[src/sv/cfba_pkg.sv]
`timescale 1ns / 1ps

package cfba_pkg;

  localparam int BLK_W     = 10;
  localparam int BC_W      = 11;
  localparam int CFG_W     = 11;
  localparam int CFG_IDX_W = 1;

  localparam logic [CFG_IDX_W-1:0] REG_DATA_START  = 1'd0;
  localparam logic [CFG_IDX_W-1:0] REG_BLOCK_COUNT = 1'd1;

  localparam logic [BLK_W-1:0] DATA_START_RST  = 10'd1;
  localparam logic [BC_W-1:0]  BLOCK_COUNT_RST = 11'd1024;

  localparam logic MODE_ALLOC = 1'b0;
  localparam logic MODE_FREE  = 1'b1;

  typedef enum logic [1:0] {
    ST_OK      = 2'd0,
    ST_NOSPACE = 2'd1,
    ST_BADFREE = 2'd2
  } cfba_status_t;

  typedef struct packed {
    logic             mode;
    logic [BLK_W-1:0] block_number;
  } cfba_in_t;

  typedef struct packed {
    logic [BLK_W-1:0] granted_block;
    logic [1:0]       status;
  } cfba_out_t;

  // controller -> datapath
  typedef struct packed {
    logic         load_req;
    logic         pop;
    logic         take_blk;
    logic         nospace;
    logic         idx_clr;
    logic         rld_step;
    logic         spl_step;
    logic         push;
    logic         out_load;
    logic         out_grant;
    cfba_status_t out_status;
  } cfba_cmd_t;

  // datapath -> controller
  typedef struct packed {
    logic count_zero;
    logic count_over;
    logic count_full;
    logic blk_zero;
    logic blk_valid;
    logic req_valid;
    logic idx_done;
  } cfba_sts_t;

endpackage

[src/sv/cfba_ctrl.sv]
`timescale 1ns / 1ps

module cfba_ctrl (
  input  logic                clk,
  input  logic                rst_n,
  input  logic                in_valid,
  input  logic                in_mode,
  output logic                in_stall,
  output logic                out_valid,
  input  logic                out_stall,
  input  cfba_pkg::cfba_sts_t sts,
  output cfba_pkg::cfba_cmd_t cmd
);
  import cfba_pkg::*;

  typedef enum logic [2:0] {
    S_IDLE,
    S_ALLOC_CHK,
    S_ALLOC_EVAL,
    S_RELOAD,
    S_FREE_CHK,
    S_SPILL,
    S_DONE
  } state_t;

  state_t       state_r, state_nxt;
  logic         out_valid_r, out_valid_nxt;
  cfba_status_t res_r, res_nxt;
  logic         grant_r, grant_nxt;

  assign in_stall  = (state_r != S_IDLE);
  assign out_valid = out_valid_r;

  always_comb begin
    state_nxt = state_r;
    res_nxt   = res_r;
    grant_nxt = grant_r;
    cmd       = '0;
    cmd.out_grant  = grant_r;
    cmd.out_status = res_r;
    case (state_r)
      S_IDLE: begin
        if (in_valid) begin
          cmd.load_req = 1'b1;
          state_nxt = (in_mode == MODE_FREE) ? S_FREE_CHK : S_ALLOC_CHK;
        end
      end
      S_ALLOC_CHK: begin
        if (sts.count_zero || sts.count_over) begin
          cmd.nospace = 1'b1;
          res_nxt   = ST_NOSPACE;
          grant_nxt = 1'b0;
          state_nxt = S_DONE;
        end else begin
          cmd.pop   = 1'b1;
          state_nxt = S_ALLOC_EVAL;
        end
      end
      S_ALLOC_EVAL: begin
        cmd.take_blk = 1'b1;
        if (sts.blk_zero) begin
          cmd.nospace = 1'b1;
          res_nxt   = ST_NOSPACE;
          grant_nxt = 1'b0;
          state_nxt = S_DONE;
        end else if (!sts.blk_valid) begin
          state_nxt = S_ALLOC_CHK;  // out-of-range id: drop it, pop again
        end else if (sts.count_zero) begin
          cmd.idx_clr = 1'b1;
          state_nxt   = S_RELOAD;
        end else begin
          res_nxt   = ST_OK;
          grant_nxt = 1'b1;
          state_nxt = S_DONE;
        end
      end
      S_RELOAD: begin
        cmd.rld_step = 1'b1;
        if (sts.idx_done) begin
          if (sts.count_zero) begin
            cmd.nospace = 1'b1;
            res_nxt   = ST_NOSPACE;
            grant_nxt = 1'b0;
          end else begin
            res_nxt   = ST_OK;
            grant_nxt = 1'b1;
          end
          state_nxt = S_DONE;
        end
      end
      S_FREE_CHK: begin
        if (!sts.req_valid) begin
          res_nxt   = ST_BADFREE;
          grant_nxt = 1'b0;
          state_nxt = S_DONE;
        end else if (sts.count_full) begin
          cmd.idx_clr = 1'b1;
          state_nxt   = S_SPILL;
        end else begin
          cmd.push  = 1'b1;
          res_nxt   = ST_OK;
          grant_nxt = 1'b0;
          state_nxt = S_DONE;
        end
      end
      S_SPILL: begin
        cmd.spl_step = 1'b1;
        if (sts.idx_done) begin
          cmd.push  = 1'b1;  // lands in entry 0 of the now empty cache
          res_nxt   = ST_OK;
          grant_nxt = 1'b0;
          state_nxt = S_DONE;
        end
      end
      S_DONE: begin
        if (!out_valid_r || !out_stall) begin
          cmd.out_load = 1'b1;
          state_nxt    = S_IDLE;
        end
      end
      default: begin
        state_nxt = S_IDLE;
      end
    endcase

    if (cmd.out_load) begin
      out_valid_nxt = 1'b1;
    end else if (!out_stall) begin
      out_valid_nxt = 1'b0;
    end else begin
      out_valid_nxt = out_valid_r;
    end
  end

  always_ff @(posedge clk) begin
    if (!rst_n) begin
      state_r     <= S_IDLE;
      out_valid_r <= 1'b0;
      res_r       <= ST_OK;
      grant_r     <= 1'b0;
    end else begin
      state_r     <= state_nxt;
      out_valid_r <= out_valid_nxt;
      res_r       <= res_nxt;
      grant_r     <= grant_nxt;
    end
  end

`ifndef SYNTHESIS
  a_accept_starts_work: assert property (@(posedge clk) disable iff (!rst_n)
    (in_valid && !in_stall) |=> (state_r == S_ALLOC_CHK || state_r == S_FREE_CHK))
    else $error("accepted item did not start work");

  a_load_when_free: assert property (@(posedge clk) disable iff (!rst_n)
    cmd.out_load |-> (!out_valid_r || !out_stall))
    else $error("result register overwritten while held");

  a_badfree_no_grant: assert property (@(posedge clk) disable iff (!rst_n)
    (state_r == S_DONE && res_r == ST_BADFREE) |-> !grant_r)
    else $error("rejected free carries a block id");

  a_reload_runs: assert property (@(posedge clk) disable iff (!rst_n)
    (state_r == S_RELOAD && !sts.idx_done) |=> state_r == S_RELOAD)
    else $error("reload cut short");
`endif

endmodule

[config.mk]
export PLATFORM = sky130hd
export DESIGN_NAME = cfba_ctrl
export DESIGN_NICKNAME = d
export VERILOG_FILES = /design/src/sv/cfba_pkg.sv /design/src/sv/cfba_ctrl.sv
export SDC_FILE = /design/constraint.sdc
export NUM_CORES = 1
export LEC_CHECK = 0
export ABC_AREA = 1
export BUFFER_PORTS_ARGS = -buffer_cell sky130_fd_sc_hd__buf_2
export CAP_MARGIN = 15
export CORE_MARGIN = 2
export CORE_UTILIZATION = 49
export CTS_CLUSTER_SIZE = 30
export DETAILED_ROUTE_END_ITERATION = 8
export PLACE_DENSITY = 0.78
export SYNTH_ARGS = -nofsm -noshare
export SYNTH_HDL_FRONTEND = slang
export SYNTH_SLANG_ARGS = --single-unit
[constraint.sdc]
create_clock -name clk -period 1.35 [get_ports clk]
set_input_delay 0.0675 -clock clk [delete_from_list [all_inputs] [get_ports clk]]
set_output_delay 0.0675 -clock clk [all_outputs]
set_load 0.03 [all_outputs]
==> results of run 1 <==
==> registers in the layout, indices dropped and copies added (netlist names) <==
name       cells
state_r        3
res_r          2
grant_r        1
out_valid      1
==> final cells by class <==
cell class	instances	area, sq um	area share (%)
clock buffer	4	26.3	2.13
inverter	18	82.6	6.71
multi-input combinational	87	633	51.4
sequential	7	146	11.9
tap	16	20.0	1.63
timing repair buffer	42	323	26.2
==> per-layer routing <==
layer  track usage, %  share of wire [%]  vias to the layer above
met5                0                  0                        -
met4             9.70                1.9                        0
met2             40.3                 52                       32
li1                 -                  -                      447
met3             1.25                4.1                        6
met1             29.1                 42                      418
==> cell usage after synthesis, drive strengths merged <==
cell    number
nand2       31
buf          5
o32ai        1
a21oi        5
nand3       16
o21ai        2
nor3         1
dfxtp        7
nand3b       1
nand4        1
inv         18
nor2        29
==> per-stage QoR <==
stage / power (mW) / cell area, sq um / setup slack (ps)
after floorplan: 1.64 / 783 / -120
after global placement: 1.99 / 962 / 29.7
after detailed placement: 2.02 / 962 / -1.70
after CTS: 2.48 / 1090 / -166
after global routing: 3.04 / 1230 / -243
final: 2.88 / 1230 / -205
==> power by group through the flow <==
| stage | Clock, mW | Sequential (mW) | Combinational (mW) |
|---|---|---|---|
| after floorplan | 0 | 0.341 | 1.30 |
| after CTS | 0.203 | 0.322 | 1.95 |
| after global placement | 0 | 0.315 | 1.68 |
| after detailed placement | 0 | 0.319 | 1.70 |
| final | 0.202 | 0.375 | 2.30 |
| after global routing | 0.207 | 0.386 | 2.45 |
==> worst paths after layout <==
kind	from	to	slack, ps	cells after the start
worst min register to register	res_r[1]$_SDFFE_PN0P_	res_r[1]$_SDFFE_PN0P_	480	2
worst max register to register	state_r[1]$_SDFFE_PN0P_	res_r[0]$_SDFFE_PN0P_	-70	10
worst min-delay path	rst_n	res_r[1]$_SDFFE_PN0P_	60	3
worst max-delay path	state_r[2]$_SDFFE_PN0P_	cmd[8]	-210	9
==> critical path: cells and delay by family (launching register included) <==
family	cells	cell delay, ps
buffers and inverters	3	390
flip-flops	1	320
AND/OR/NAND/NOR	6	510
==> kinds of logic (layout without fill, tap and decap cells) <==
group / after synthesis / count (layout) / synth area share, %
AO/OA/AOI/OAI: 8 / 8 / 7.14
buffers and inverters: 23 / 64 / 16.4
flip-flops: 7 / 7 / 18.2
AND/OR/NAND/NOR: 79 / 79 / 58.3
==> what timing repair did <==
item                                   CTS  global route
resized for setup                       17            26
endpoints found under the hold margin    0             0
pin swaps                                6            13
hold buffers                             0             0
setup endpoints to repair                5            13
buffers inserted                         6             7
==> run summary, run 1 <==
## Yosys
* **Post-Synthesis Mean Instance Area** 6.59 sq um
* **post-synth top area share** 18.2%
* **cell type with the largest total area after synthesis** sky130_fd_sc_hd__dfxtp_1
* **synthesized cell area** 771 sq um
* **FF+latch count, synth** 7
* **synth top area cells** sky130_fd_sc_hd__dfxtp_1 18%, sky130_fd_sc_hd__nand2_1 11%, sky130_fd_sc_hd__nor2_1 9.7%
* **sequential element share of the synthesized area** 18.2%
* **synthesized netlist cell count** 117
* **Synth Warn #** 0
* **distinct cell type count after synthesis** 25
* **total nets after synthesis** 129

## CTS
* **clock buffer depth** 2
* **latest clock arrival within the worst-skew pair** 260 ps
* **htree depth** 1
* **TritonCTS clock tree** built
* **clock input transition at the sequential cells of the worst setup and hold paths** 50 ps
* **cts bufs inserted** 3
* **Clock Sink Count** 7
* **library cell used as clock root buffer** sky130_fd_sc_hd__clkbuf_4

## Run
* **maxcap violations** 0

## GRT
* **largest net degree at the start of global routing** 9
* **global-route wire length before repair** 3300 um
* **via count of the first global-routing pass** 809
* **antenna violations before repair** 0
* **total overflow reported by the global router** 0
* **global router's overall resource usage** 23.0%

## Worst setup path
* **chain of cells forming the critical path** buf_12 > clkinv_8 > nand2_8 > nor2_8 > nand2_4 > nand2_4 > nor2_4 > nor3_2 > buf_4
* **CP max stage delay** 320 ps
* **most numerous cell on the critical path** sky130_fd_sc_hd__nand2_4
* **required time of the critical path** 1280 ps
* **endpoint class of the critical path** output pin
* **category of the most critical setup path** reg -> out
* **Critical Path AT** 1490 ps
* **critical-path maximum fanout** 8
* **slowest cell on the critical path** sky130_fd_sc_hd__dfxtp_2
* **Critical Path Source Type** register

## STA
* **final worst-path cycle share** 115%
* **worst slew pin tran** 216 ps
* **max-slew violation total from the final report** 0
* **fmax** 643 MHz
* **shortest period the worst path allows** 1560 ps
* **Worst Slack Setup Final** -205 ps
* **total count of hold-check failures in the final report** 0
* **Post-Route Skew** 1.36 ps
* **final setup vio count** 9
* **setup repair after global routing missed its margin** yes
* **worst slew margin relative to its limit** 85.5%
* **WHS** 63.4 ps
* **TNS Setup** -570 ps

## Worst hold path
* **Hold/Removal Path Class** in -> reg

## Route
* **via density per instance** 5.19
* **Post-DRT Antenna Nets** 0
* **DR pass1 iterations** 4
* **Routed WL per cell** 13.3 um
* **via count** 903
* **number of DRC violations after detailed routing** 0
* **total wirelength of the detailed-routed design** 2310 um
* **Detailed Route Iter0 Violations** 18

## Place
* **final weighted congestion in routability-driven placement** 0.964
* **total half-perimeter wirelength after legalization and detailed placement** 1570 um
* **placed cell count** 159
* **count of buffers inserted at the top-level ports** 25

## Final layout
* **most common cell after layout, fill and taps aside** sky130_fd_sc_hd__nand2_1
* **fraction of layout cells with a size suffix above 1** 58.9%
* **non-filler cells, final** 174
* **final standard cell utilization of the core** 82.7%
* **Area growth syn-to-layout** 59.7%
* **commonest cells after routing, fill and taps aside** 19 x sky130_fd_sc_hd__nand2_1, 18 x sky130_fd_sc_hd__buf_2, 17 x sky130_fd_sc_hd__buf_4
* **Layout Nets** 171
* **filler cell count in the final layout** 85
* **count of inserted antenna diode cells** 0

## Floorplan
* **Die Footprint** 1910 sq um
* **Core Region** 1490 sq um
* **DIE HEIGHT** 43.7 um
* **die outline width** 43.7 um
* **initial standard-cell utilization of the core** 51.8%
* **placement row count** 14
* **I/O pin total** 26

## Power and ir drop
* **leakage power of the design** 0.656 nW
* **switching power** 1.51 mW
* **share of total power in combinational logic** 79.9%
* **Pint** 1.37 mW
* **sw frac** 52.5%
* **clock share of power** 7.0%
* **power density relative to cell area** 2340 nW/um^2
* **VDD IR max** 1.45 mV
* **portion of total power attributed to sequential cells** 13.0%

## Run status
* **violated checks** negative setup slack
* **status** complete, but fails checks

Note: power is estimated with default switching activity, not from simulation.
==> inputs of run 2 (changes only) <==
--- a/config.mk
+++ b/config.mk
@@ -5,14 +5,13 @@
 export SDC_FILE = /design/constraint.sdc
 export NUM_CORES = 1
 export LEC_CHECK = 0
-export ABC_AREA = 1
 export BUFFER_PORTS_ARGS = -buffer_cell sky130_fd_sc_hd__buf_2
 export CAP_MARGIN = 15
 export CORE_MARGIN = 2
-export CORE_UTILIZATION = 49
+export CORE_UTILIZATION = 44
 export CTS_CLUSTER_SIZE = 30
 export DETAILED_ROUTE_END_ITERATION = 8
-export PLACE_DENSITY = 0.78
+export PLACE_DENSITY = 0.75
 export SYNTH_ARGS = -nofsm -noshare
 export SYNTH_HDL_FRONTEND = slang
 export SYNTH_SLANG_ARGS = --single-unit
==> run 2 against run 1 <==
  * The run still ends with negative setup slack left
  * First-iteration DRC count did not move
  * Sequential power rose by 27%
  * Synthesized cell count fell by 34%
  * Design area fell by 21%
  * Cell count fell by 24%
  * Hold slack improved by 73 ps
  * Setup slack improved by 120 ps
  * Area after synthesis fell by 25%
  * Sequential share of layout area rose by 3.7 points
  * Highest routed layer unchanged
  * Global-route usage rose by 1.8 points
  * Flip-flop and latch count did not move
  * Count of clock-buffer cells in the layout did not move
==> run summary, run 2 <==
## Yosys
* **share of flip-flops with an asynchronous set or reset** 0%, unchanged
* **sequential element share of the synthesized area** 24.2%, +6.0 points
* **distinct cell type count after synthesis** 33, +32%
* **total nets after synthesis** 89, -31%
* **post-synth top area share** 24.2%, +6.0 points
* **Synth Area in Adders** 0%, unchanged
* **cell type with the largest total area after synthesis** sky130_fd_sc_hd__dfxtp_1
* **FF+latch count, synth** 7, unchanged
* **compound-cell area share of the yosys netlist** 26.6%, +19 points
* **mux share of post-synthesis cell area** 3.46%, +3.5 points
* **synthesized netlist cell count** 77, -34%
* **most instantiated library cell after synthesis** sky130_fd_sc_hd__nand2_1
* **leading register cell type out of synthesis** sky130_fd_sc_hd__dfxtp_1
* **post-synthesis share of cell area spent on and, or, nand and nor gates** 35.2%, -23 points
* **post-synthesis share of cell area spent on xor and xnor gates** 1.51%, +1.5 points
* **number of flops mapped to enable cells by yosys** 0, unchanged
* **Post-Synthesis Mean Instance Area** 7.52 sq um, +14%
* **Synth Warn #** 0, unchanged
* **synthesized cell area** 579 sq um, -25%
* **synth top area cells** sky130_fd_sc_hd__dfxtp_1 24%, sky130_fd_sc_hd__nand2_1 6.5%, sky130_fd_sc_hd__buf_4 5.2%
* **main combinational cell family by area after synthesis** simple AND/OR/NAND/NOR gates
* **top cell types by occurrence after synthesis** 10 x sky130_fd_sc_hd__nand2_1, 7 x sky130_fd_sc_hd__dfxtp_1, 7 x sky130_fd_sc_hd__nor2_1

## Route
* **number of DRC violations after detailed routing** 0, unchanged
* **Post-DRT Antenna Nets** 0, unchanged
* **via density per instance** 5.58, +7.4%
* **via count** 736, -18%
* **Routed WL per cell** 13.8 um, +3.8%
* **Detailed Route Iter0 Violations** 18, unchanged
* **DR pass1 iterations** 4, unchanged
* **total wirelength of the detailed-routed design** 1820 um, -21%

## Worst hold path
* **worst hold path endpoint** out_valid$_SDFFE_PN0P_
* **Hold/Removal Path Class** in -> reg
* **Min-Delay Path Depth** 3, unchanged
* **hold_sp** out_stall

## GRT
* **global router's overall resource usage** 24.9%, +1.8 points
* **largest net degree at the start of global routing** 14, +5
* **total overflow reported by the global router** 0, unchanged
* **antenna violations before repair** 0, unchanged
* **global-route wire length before repair** 2680 um, -19%
* **via count of the first global-routing pass** 637, -21%

## Worst setup path
* **endpoint class of the critical path** output pin
* **CP max stage delay** 430 ps, +110 ps
* **slowest cell on the critical path** sky130_fd_sc_hd__dfxtp_4
* **Critical Path AT** 1370 ps, -120 ps
* **critical-path maximum fanout** 13, +5
* **chain of cells forming the critical path** and2b_1 > buf_6 > nand4b_1 > a21oi_1 > buf_4
* **worst reg2reg startpoint** state_r[2]$_SDFFE_PN0P_
* **category of the most critical setup path** reg -> out
* **Setup crit start** state_r[1]$_SDFFE_PN0P_
* **number of cells traversed by the worst register-to-register path** 4, -6
* **critical register-to-register path endpoint** state_r[2]$_SDFFE_PN0P_
* **Critical Path Source Type** register
* **required time of the critical path** 1280 ps, about the same
* **worst setup slack for register-to-register paths** -20 ps, +50 ps

## Final layout
* **fraction of layout cells with a size suffix above 1** 53.8%, -5.0 points
* **Layout Nets** 130, -24%
* **filler cell count in the final layout** 94, +11%
* **register with the most flip-flops** state_r
* **commonest cells after routing, fill and taps aside** 21 x sky130_fd_sc_hd__buf_4, 16 x sky130_fd_sc_hd__buf_2, 10 x sky130_fd_sc_hd__nand2_1
* **most common cell after layout, fill and taps aside** sky130_fd_sc_hd__buf_4
* **Area growth syn-to-layout** 67.8%
* **flip-flop count of the largest register after layout** 3, unchanged
* **Non-Filler Cell Area, Final** 972 sq um, -21%
* **top flop regs** state_r: 3 flops, res_r: 2 flops
* **non-filler cells, final** 132, -24%
* **count of inserted antenna diode cells** 0, unchanged
* **final standard cell utilization of the core** 76.6%, -6.1 points

## CTS
* **quantity of hold-fixing buffers added after cts** 0, unchanged
* **clock buffer depth** 2, unchanged
* **clock input transition at the sequential cells of the worst setup and hold paths** 60 ps, about the same
* **TritonCTS clock tree** built
* **htree depth** 1, unchanged
* **cts bufs inserted** 3, unchanged
* **Clock Sink Count** 7, unchanged
* **library cell used as clock root buffer** sky130_fd_sc_hd__clkbuf_4
* **latest clock arrival within the worst-skew pair** 260 ps, about the same

## Floorplan
* **placement row count** 13, -1
* **I/O pin total** 26, unchanged
* **Die Footprint** 1620 sq um, -15%
* **die outline width** 40.3 um, -7.7%
* **DIE HEIGHT** 40.3 um, -7.7%
* **initial standard-cell utilization of the core** 45.7%, -6.1 points
* **Core Region** 1270 sq um, -15%

## Run
* **maxcap violations** 0, unchanged

## STA
* **worst slew margin relative to its limit** 78.1%, -7.4 points
* **Post-Route Skew** 7.69 ps, +6.33 ps
* **shortest period the worst path allows** 1430 ps, -123 ps
* **final setup vio count** 6, -3
* **Worst Slack Setup Final** -82.8 ps, +123 ps
* **final worst-path cycle share** 106%, -9.1 points
* **WHS** 137 ps, +73.3 ps
* **fmax** 698 MHz, +8.6%
* **max-slew violation total from the final report** 0, unchanged
* **setup repair after global routing missed its margin** yes
* **worst slew pin tran** 325 ps, +110 ps
* **total count of hold-check failures in the final report** 0, unchanged

## Power and ir drop
* **VDD IR max** 1.49 mV, +3.1%
* **power density relative to cell area** 2530 nW/um^2, +8.1%
* **leakage power of the design** 0.434 nW, -34%

## Place
* **final weighted congestion in routability-driven placement** 0.862, -11%
* **total half-perimeter wirelength after legalization and detailed placement** 1180 um, -25%
* **placed cell count** 124, -22%
* **post-detailed-placement cell area** 810 sq um, -16%
* **count of buffers inserted at the top-level ports** 25, unchanged

## Run status
* **status** complete, but fails checks
* **violated checks** negative setup slack

run 2: changes by cell type in the layout (fill, tap and decap cells not counted), moves of 4 or more:
cell	change
sky130_fd_sc_hd__nand3_1	-6
sky130_fd_sc_hd__inv_1	-11
sky130_fd_sc_hd__nand3_2	-5
sky130_fd_sc_hd__nor2_4	-7
sky130_fd_sc_hd__inv_2	-4
sky130_fd_sc_hd__nor2_2	-4
sky130_fd_sc_hd__nand2_1	-9
sky130_fd_sc_hd__nand2_2	-6
sky130_fd_sc_hd__nand2_4	-4
sky130_fd_sc_hd__nor2_1	-9
sky130_fd_sc_hd__o21ai_0	+4
sky130_fd_sc_hd__buf_4	+4
run 2: worst max path at each step:
stage | to | slack, ps | cells after the start
after CTS | cmd[7] | -50 | 5
after global placement | state_r[2]$_SDFFE_PN0P_ | -60 | 4
after floorplan | res_r[0]$_SDFFE_PN0P_ | -60 | 5
after global routing | cmd[7] | -150 | 5
final | cmd[7] | -80 | 5
after detailed placement | grant_r$_SDFFE_PN0P_ | -110 | 4
run 2: kinds of logic (layout without fill, tap and decap cells):
kind of cell,count (synthesis),in the layout
XOR/XNOR,1,1
buffers and inverters,8,48
AND/OR/NAND/NOR,38,38
AO/OA/AOI/OAI,21,21
flip-flops,7,7
multiplexers,2,2
run 2: report_power, final:
group	switching [mW]	internal, mW
combinational	0.879	0.897
sequential	0.164	0.312
clock	0.0900	0.114
total	1.13	1.32
run 2: what timing repair did:
item,CTS,global route
endpoints found under the setup margin,16,15
pin swaps,2,1
setup buffers,3,1
gates cloned,0,0
resized for setup,18,14
run 2: area by class of cell:
type                       instances  area, sq um  area share [%]
clock buffer                       4         26.3            2.70
sequential                         7          151            15.6
inverter                           1         3.75           0.386
multi-input combinational         62          467            48.0
timing repair buffer              43          305            31.4
tap                               15         18.8            1.93
run 2: worst max-delay path: cells and delay by family (launching register included):
kind,cells,cell delay [ps]
flops,1,430
compound gates,1,130
simple gates,2,250
buf+inv,2,280
run 2: stage by stage:
step                      setup slack [ps]  power [mW]  TNS (ps)
after CTS                            -54.4        2.22      -104
after global placement               -62.6        1.78      -196
final                                -82.8        2.46      -151
after global routing                  -146        2.59      -622
after detailed placement              -113        1.82      -456
after floorplan                      -61.3        1.40     -86.2
run 2: layer usage:
layer | global-route usage (%) | wire [um] | vias to the layer above
met2 | 45.2 | 917 | 33
met4 | 10.0 | 24 | 0
met3 | 3.33 | 92 | 4
met1 | 28.9 | 787 | 340
li1 | - | - | 359
met5 | 0 | 0 | -
